`config.mk`:
```
export PLATFORM = sky130hd
export DESIGN_NAME = gsw_ctrl
export DESIGN_NICKNAME = d
export VERILOG_FILES = /design/src/rtl/gsw_pkg.sv /design/src/rtl/gsw_ctrl.sv
export SDC_FILE = /design/constraint.sdc
export NUM_CORES = 1
export LEC_CHECK = 0
export ABC_CLOCK_PERIOD_IN_PS = 2300
export BUFFER_PORTS_ARGS = -buffer_cell sky130_fd_sc_hd__buf_4
export CORE_MARGIN = 2
export CORE_UTILIZATION = 53
export DETAILED_ROUTE_END_ITERATION = 6
export GPL_TIMING_DRIVEN = 1
export PLACE_DENSITY = 0.78
export SLEW_MARGIN = 0
export SYNTH_ARGS = -nofsm -noshare
export SYNTH_HDL_FRONTEND = slang
export SYNTH_SLANG_ARGS = --single-unit
```
`constraint.sdc`:
```
create_clock -name clk -period 2.3 [get_ports clk]
set_clock_uncertainty 0.15 [all_clocks]
set_input_delay 0.46 -clock clk [delete_from_list [all_inputs] [get_ports clk]]
set_output_delay 0.46 -clock clk [all_outputs]
set_load 0.1 [all_outputs]
```
`src/rtl/gsw_pkg.sv`:
```
package gsw_pkg;

  // fixed point and grid constants
  localparam int UV_FRAC   = 16;
  localparam int UV_W      = UV_FRAC + 1;
  localparam int MAX_DIM   = 32;
  localparam int DIM_W     = 6;
  localparam int IDX_W     = 5;
  localparam int XY_W      = 32;
  localparam int FR_W      = 22;   // exit fraction numerator/denominator
  localparam int AB_W      = 24;   // signed axis terms
  localparam int DV_W      = 44;   // divider operands
  localparam int MA_W      = 34;
  localparam int MB_W      = 24;
  localparam int MP_W      = MA_W + MB_W;
  localparam int PIECE_W   = 6;
  localparam int CFG_IDX_W = 2;

  // register indexes
  localparam logic [CFG_IDX_W-1:0] REG_COLS = 2'd0;
  localparam logic [CFG_IDX_W-1:0] REG_ROWS = 2'd1;

  // multiplier operand selects
  localparam logic [3:0] MOP_AU_SD = 4'd0;
  localparam logic [3:0] MOP_SN_BU = 4'd1;
  localparam logic [3:0] MOP_AV_SD = 4'd2;
  localparam logic [3:0] MOP_SN_BV = 4'd3;
  localparam logic [3:0] MOP_AU_BV = 4'd4;
  localparam logic [3:0] MOP_AV_BU = 4'd5;
  localparam logic [3:0] MOP_EN_SD = 4'd6;
  localparam logic [3:0] MOP_SN_ED = 4'd7;
  localparam logic [3:0] MOP_ED_DS = 4'd8;
  localparam logic [3:0] MOP_T_DX  = 4'd9;
  localparam logic [3:0] MOP_T_DY  = 4'd10;

  typedef struct packed {
    logic [UV_W-1:0]        start_u;
    logic [UV_W-1:0]        start_v;
    logic [UV_W-1:0]        end_u;
    logic [UV_W-1:0]        end_v;
    logic signed [XY_W-1:0] start_x;
    logic signed [XY_W-1:0] start_y;
    logic signed [XY_W-1:0] end_x;
    logic signed [XY_W-1:0] end_y;
  } in_item_t;

  typedef struct packed {
    logic signed [XY_W-1:0] piece_start_x;
    logic signed [XY_W-1:0] piece_start_y;
    logic signed [XY_W-1:0] piece_end_x;
    logic signed [XY_W-1:0] piece_end_y;
    logic [IDX_W-1:0]       cell_col;
    logic [IDX_W-1:0]       cell_row;
    logic                   is_black;
    logic                   last_piece;
  } out_item_t;

  typedef struct packed {
    logic       load_in;
    logic       calc_ax;
    logic [3:0] mop;
    logic       hold_en;
    logic       set_vok;
    logic       set_hok;
    logic       sel;
    logic       force_last;
    logic       num_en;
    logic       div_init;
    logic       div_step;
    logic       t_rnd;
    logic       ex_en;
    logic       ey_en;
    logic       out_load;
  } cmd_t;

  typedef struct packed {
    logic sel_none;
    logic out_free;
    logic last;
  } sts_t;

endpackage

```
`src/rtl/gsw_ctrl.sv`:
```
module gsw_ctrl (
  input  logic          clk,
  input  logic          rst_n,
  input  logic          in_valid,
  output logic          in_stall,
  input  gsw_pkg::sts_t sts,
  output gsw_pkg::cmd_t cmd
);
  import gsw_pkg::*;

  localparam logic [4:0] S_IDLE = 5'd0;
  localparam logic [4:0] S_AX   = 5'd1;
  localparam logic [4:0] S_U1   = 5'd2;
  localparam logic [4:0] S_U2   = 5'd3;
  localparam logic [4:0] S_V1   = 5'd4;
  localparam logic [4:0] S_V2   = 5'd5;
  localparam logic [4:0] S_C1   = 5'd6;
  localparam logic [4:0] S_C2   = 5'd7;
  localparam logic [4:0] S_SEL  = 5'd8;
  localparam logic [4:0] S_N1   = 5'd9;
  localparam logic [4:0] S_N2   = 5'd10;
  localparam logic [4:0] S_N3   = 5'd11;
  localparam logic [4:0] S_N4   = 5'd12;
  localparam logic [4:0] S_DIV  = 5'd13;
  localparam logic [4:0] S_TRND = 5'd14;
  localparam logic [4:0] S_LX   = 5'd15;
  localparam logic [4:0] S_LY   = 5'd16;
  localparam logic [4:0] S_LY2  = 5'd17;
  localparam logic [4:0] S_OUT  = 5'd18;

  localparam int DCNT_W = $clog2(UV_W + 1);
  localparam logic [DCNT_W-1:0] DIV_LAST = DCNT_W'(UV_W - 1);
  localparam logic [PIECE_W-1:0] PIECE_MAX = '1;

  logic [4:0]         state_r, state_nxt;
  logic [PIECE_W-1:0] piece_r, piece_nxt;
  logic [DCNT_W-1:0]  dcnt_r, dcnt_nxt;

  assign in_stall = (state_r != S_IDLE);

  // sequencer
  always_comb begin
    state_nxt = state_r;
    piece_nxt = piece_r;
    dcnt_nxt  = dcnt_r;
    cmd       = '0;
    cmd.mop   = MOP_AU_SD;
    case (state_r)
      S_IDLE: begin
        if (in_valid) begin
          cmd.load_in = 1'b1;
          piece_nxt   = '0;
          state_nxt   = S_AX;
        end
      end
      S_AX: begin
        cmd.calc_ax = 1'b1;
        state_nxt   = S_U1;
      end
      S_U1: begin
        cmd.mop   = MOP_AU_SD;
        state_nxt = S_U2;
      end
      S_U2: begin
        cmd.mop     = MOP_SN_BU;
        cmd.hold_en = 1'b1;
        state_nxt   = S_V1;
      end
      S_V1: begin
        cmd.mop     = MOP_AV_SD;
        cmd.set_vok = 1'b1;
        state_nxt   = S_V2;
      end
      S_V2: begin
        cmd.mop     = MOP_SN_BV;
        cmd.hold_en = 1'b1;
        state_nxt   = S_C1;
      end
      S_C1: begin
        cmd.mop     = MOP_AU_BV;
        cmd.set_hok = 1'b1;
        state_nxt   = S_C2;
      end
      S_C2: begin
        cmd.mop     = MOP_AV_BU;
        cmd.hold_en = 1'b1;
        state_nxt   = S_SEL;
      end
      S_SEL: begin
        cmd.sel        = 1'b1;
        cmd.force_last = (piece_r == PIECE_MAX);
        state_nxt      = (sts.sel_none || cmd.force_last) ? S_LX : S_N1;
      end
      S_N1: begin
        cmd.mop   = MOP_EN_SD;
        state_nxt = S_N2;
      end
      S_N2: begin
        cmd.mop     = MOP_SN_ED;
        cmd.hold_en = 1'b1;
        state_nxt   = S_N3;
      end
      S_N3: begin
        cmd.mop    = MOP_ED_DS;
        cmd.num_en = 1'b1;
        state_nxt  = S_N4;
      end
      S_N4: begin
        cmd.div_init = 1'b1;
        dcnt_nxt     = '0;
        state_nxt    = S_DIV;
      end
      S_DIV: begin
        cmd.div_step = 1'b1;
        dcnt_nxt     = dcnt_r + 1'b1;
        if (dcnt_r == DIV_LAST) state_nxt = S_TRND;
      end
      S_TRND: begin
        cmd.t_rnd = 1'b1;
        state_nxt = S_LX;
      end
      S_LX: begin
        cmd.mop   = MOP_T_DX;
        state_nxt = S_LY;
      end
      S_LY: begin
        cmd.mop   = MOP_T_DY;
        cmd.ex_en = 1'b1;
        state_nxt = S_LY2;
      end
      S_LY2: begin
        cmd.ey_en = 1'b1;
        state_nxt = S_OUT;
      end
      S_OUT: begin
        if (sts.out_free) begin
          cmd.out_load = 1'b1;
          if (sts.last) begin
            state_nxt = S_IDLE;
          end else begin
            piece_nxt = piece_r + 1'b1;
            state_nxt = S_AX;
          end
        end
      end
      default: state_nxt = S_IDLE;
    endcase
  end

  always_ff @(posedge clk) begin
    if (!rst_n) begin
      state_r <= S_IDLE;
      piece_r <= '0;
      dcnt_r  <= '0;
    end else begin
      state_r <= state_nxt;
      piece_r <= piece_nxt;
      dcnt_r  <= dcnt_nxt;
    end
  end

endmodule

```
-- Word-level counts from Yosys, hierarchy flattened
Cells that the tools add are included.
- $add $sub $neg: 2
- equality and inequality tests: 24
- multiplexer cells: 27
- reductions and logical operators: 8
- operator list (kind ; number):
    $pmux 5 s19 ; 1
    $eq 5x4->1 const B ; 8
    $pmux 4 s10 ; 1
    $eq 5x3->1 const B ; 4
    $eq 5x5->1 const B ; 4
    $mux 6 ; 3
    $mux 1 ; 15
    $mux 5 ; 3
    $pmux 6 s2 ; 1
    $eq 5x2->1 const B ; 2
    $pmux 5 s2 ; 1
    $ne 2x2->1 const B ; 4
    $add 6x1->6 const B ; 1
    $eq 6x6->1 const B ; 1
    $add 5x1->5 const B ; 1
    $eq 5x1->1 const B ; 1
    $logic_not 5->1 ; 1
    $reduce_bool 5->1 ; 1
    $reduce_and 4->1 ; 1
    $reduce_bool 2->1 ; 2
    $reduce_or 4->1 ; 1
    $mux 3 ; 1
    $reduce_and 3->1 ; 1
    $mux 2 ; 1
    $logic_or 1x1->1 ; 1
- register bits after elaboration: 16
- input bits: 6
- output and inout bits: 19
- word-level logic and storage cells: 64

-- Logic depth before layout (Yosys ltp)
- depth after elaboration: 4
- depth in mapped cells: 6

-- Least setup slack after synthesis
OpenSTA, ideal clock, no wires.
- path kind: register to output
- start point: register state_r[0]
- end point: output cmd[10] (netlist bit)
- data arrival time: 3.590 ns
- data required time: 1.690 ns
- setup slack: -1.900 ns
- stages on the path, launching flop included: 4
- path through: dfxtp_1 > clkbuf_1 > clkbuf_1 > nor4_1
- RTL lines (item ; line ; source):
    from (decl) ; gsw_ctrl.sv:35 ; logic [4:0] state_r, state_nxt;
    from (signal assigned) ; gsw_ctrl.sv:156 ; state_r <= state_nxt;
    to (decl) ; gsw_ctrl.sv:7 ; output gsw_pkg::cmd_t cmd

==> results.txt <==
----------------------------------------------------
[CTS]
  Clock buffer count from CTS ... 3
  Clock Pin Slew Worst Setup and Hold Paths ... 0.09 ns
  Clk_lat worst skew ... 0.28 ns
  Number of sinks driven by the clock tree ... 16
  Number of buffers on the longest clock path ... 2
  CTS Hold Bufs ... 0
  Maximum level of the CTS H-tree ... 1
  CTS tree ... built
  Clock tree root buffer cell ... clkbuf_4

[Placed design]
  Post-DP HPWL ... roughly 2100 microns
  Last weighted congestion value of the routability-driven placer ... 0.819
  Placed Cells ... 200
  # port buffers ... 24

[Synthesis]
  Number of synthesized flops with an enable pin ... 0
  Total of flip-flops plus latches after synthesis ... 16
  Portion of the post-synthesis area used by sequential elements ... 0.285
  Combinational family with the most area after synthesis ... simple AND/OR/NAND/NOR gates
  Fraction of the mapped netlist area in simple logic gates ... 0.375
  Post-Synthesis Cell Area ... 0.00112 sq mm
  Total of warnings raised by yosys ... 0
  Post-synthesis xor/xnor area fraction ... 0.0468
  Synth Area in Adders ... 0.0334
  Number of library cell types mapped by synthesis ... 42
  Number of nets in the synthesized netlist ... about 160
  Number of instances in the synthesized netlist ... 150
  Avg Synthesized Cell Area ... around 7.5 sq um
  Share of synthesized area spent on multiplexers ... 0.0178
  Compound-Gate Fraction of Synth Area ... 0.174
  Primary FF master, synth ... dfxtp_1
  Async set or reset register ratio after synthesis ... 0

[Detailed routing]
  Drt first pass iters ... 4
  Via count ... between 1000 and 1500
  Post-DR vias/cell ... between 5 and 6
  Final antenna-violating net count ... 0
  Number of DRC violations after detailed-routing iteration 0 ... 25
  Routed length per instance ... around 14 microns
  DRC violations left ... 0
  Routed wire length ... approximately 2800 microns

[Outcome]
  Result of the run ... finished clean

[GRT]
  Largest net degree at the start of global routing ... 19
  Initial antenna violation count ... 0
  Via count of the first global-routing pass ... about 1000
  GRT Util Overall ... 0.226
  First-pass GRT wire length ... between 4000 and 5000 microns
  Leftover overflow at the end of global routing ... 0

[Cells and area]
  Share of cells above drive strength 1 ... 0.406
  Antenna Diode Count ... 0
  Non-filler instance count after layout ... between 200 and 250
  Final net count ... 190
  Most common cell after layout, fill and taps aside ... buf_4
  Synth-to-layout area growth ... 38.9%
  Commonest cells after routing, fill and taps aside ... 32 x buf_4, 18 x nand2_1, 11 x dfxtp_1

[Setup path]
  Last element of the critical path ... cmd[11]
  CP Data Required Time ... 1.69 ns
  Worst Path Class, Setup ... reg2out
  Arrival time reported for the critical path endpoint ... 1.60 ns
  Launch point of the worst reg-to-reg path ... state_r[4]
  Terminus of the critical flop-to-flop path ... piece_r[3]
  CP Capture Type ... primary output
  Crit path launch type ... flop
  Worst setup startpoint ... state_r[2]
  Reg2reg setup slack ... 0.45 ns
  Highest fanout seen on the critical path ... 11
  Count of cells along the worst register-to-register path ... 6

[Floorplan]
  Site row count ... 16
  Die Ht ... roughly 50 microns
  Total die area ... roughly 0.0025 sq mm
  Overall die width ... between 50 and 60 microns
  Initial cell density of the core ... 0.566
  Core outline area ... between 0.0015 and 0.002 sq mm
  I/O pins ... 25

[Flow run]
  Maximum capacitance violations ... 0

[Timing]
  Fmax ... 452 MHz
  Slew at the pin with the worst max-slew slack ... roughly 0.38 ns
  Slew Limit Fails ... 0
  Post-route minimum period ... around 2.2 ns
  Final hold violation count ... 0
  Worst-case headroom to the max-slew limit ... 0.744
  Share of the cycle needed by the critical path after routing ... 0.962
  Summed negative setup slack over all endpoints ... 0 ns
  Final setup violation count ... 0

[Worst hold path]
  Cell count of the worst hold path ... 2
  Class of the most critical hold timing path ... in2reg

[Power and ir drop]
  Power Dens Cells ... between 400 and 500 mW/mm^2
  Worst vdd ir ... 0.492 mV
  Leakage ... about 0.63 nW

----------------------------------------------------
==> repair_timing <==
item | CTS | global route
resized for setup | 8 | 10
buffers inserted | 0 | 3
setup endpoints to repair | 11 | 13
==> report_power, final <==
group	total [mW]	switching, mW	internal (mW)
Sequential	0.301	0.0166	0.285
Clock	0.185	0.0887	0.0963
Combinational	0.242	0.164	0.0778
==> metal layers <==
metal / up-vias / routed length, microns / global-route usage
met5: - / 0 / 0
met4: 0 / 12 / 0.0417
met3: 2 / 90 / 0.0394
met2: 27 / 1400 / 0.384
met1: 546 / 1320 / 0.299
li1: 581 / - / -
==> Yosys cell counts, types with 2 or more instances <==
library cell / n / area (sq um)
a21boi_1: 4 / 30.0
a21oi_1: 8 / 40.0
and2_1: 3 / 18.8
and3_1: 4 / 25.0
buf_2: 4 / 20.0
clkbuf_1: 4 / 15.0
dfxtp_1: 16 / 320
ha_1: 3 / 37.5
inv_1: 6 / 22.5
inv_2: 2 / 7.51
mux2i_1: 2 / 20.0
nand2_1: 18 / 67.6
nand2b_1: 5 / 31.3
nand3_1: 7 / 35.0
nand4_1: 3 / 18.8
nor2_1: 11 / 41.3
nor2_2: 3 / 18.8
nor2b_1: 4 / 25.0
nor3_1: 9 / 45.0
nor4_1: 2 / 12.5
o21a_1: 2 / 15.0
o21ai_1: 6 / 30.0
xnor2_1: 2 / 17.5
xor2_1: 4 / 35.0
==> stage by stage <==
step           total power, mW  hold WS, ns  setup WS, ns  utilization  instance area [sq um]
2_1_floorplan            0.487        0.311        -0.611            -                   1220
3_3_place_gp             0.535        0.324         0.208        0.728                   1440
3_5_place_dp             0.540        0.346         0.215        0.728                   1440
4_1_cts                  0.724        0.302       0.00793        0.758                   1500
5_1_grt                  0.759        0.305      -0.00902        0.787                   1560
6_report                 0.728        0.301        0.0870        0.787                   1560
==> sequential cells by signal, indices dropped and copies added, names as in the netlist <==
signal,count
piece_r,6
dcnt_r,5
state_r,5
==> critical path: stages (launching register included) <==
cell and delay [ns]:
dfxtp_2 0.41, buf_4 0.17, nor2_1 0.14, nand2_1 0.14, a21oi_4 0.16, buf_4 0.30
==> worst min-delay path by stage <==
stage                           from         end  slack, ns
after CTS                      rst_n  state_r[0]       0.30
final                          rst_n  state_r[0]       0.30
after global routing           rst_n  state_r[0]       0.31
after floorplan            dcnt_r[1]   dcnt_r[1]       0.31
after detailed placement  piece_r[4]  piece_r[4]       0.35
after global placement     dcnt_r[1]   dcnt_r[1]       0.32
==> kinds of logic (layout without fill, tap and decap cells) <==
kind of cell	after synthesis	in the layout
xor gates and xnor gates	6	6
DFF	16	16
adders and majority gates	3	3
AOI/OAI and AO/OA	29	29
buffers and inverters	17	47
and+or+nand+nor	77	77
muxes	2	2
==> layout make-up <==
class                   count  area (sq um)
clock buffers               4          36.3
fillers                   138           423
inverters                   8          30.0
multi-input cells         117           833
flip-flops and latches     16           334
well taps                  27          33.8
repair buffers             35           292
Note: power is estimated with default switching activity, not from simulation.
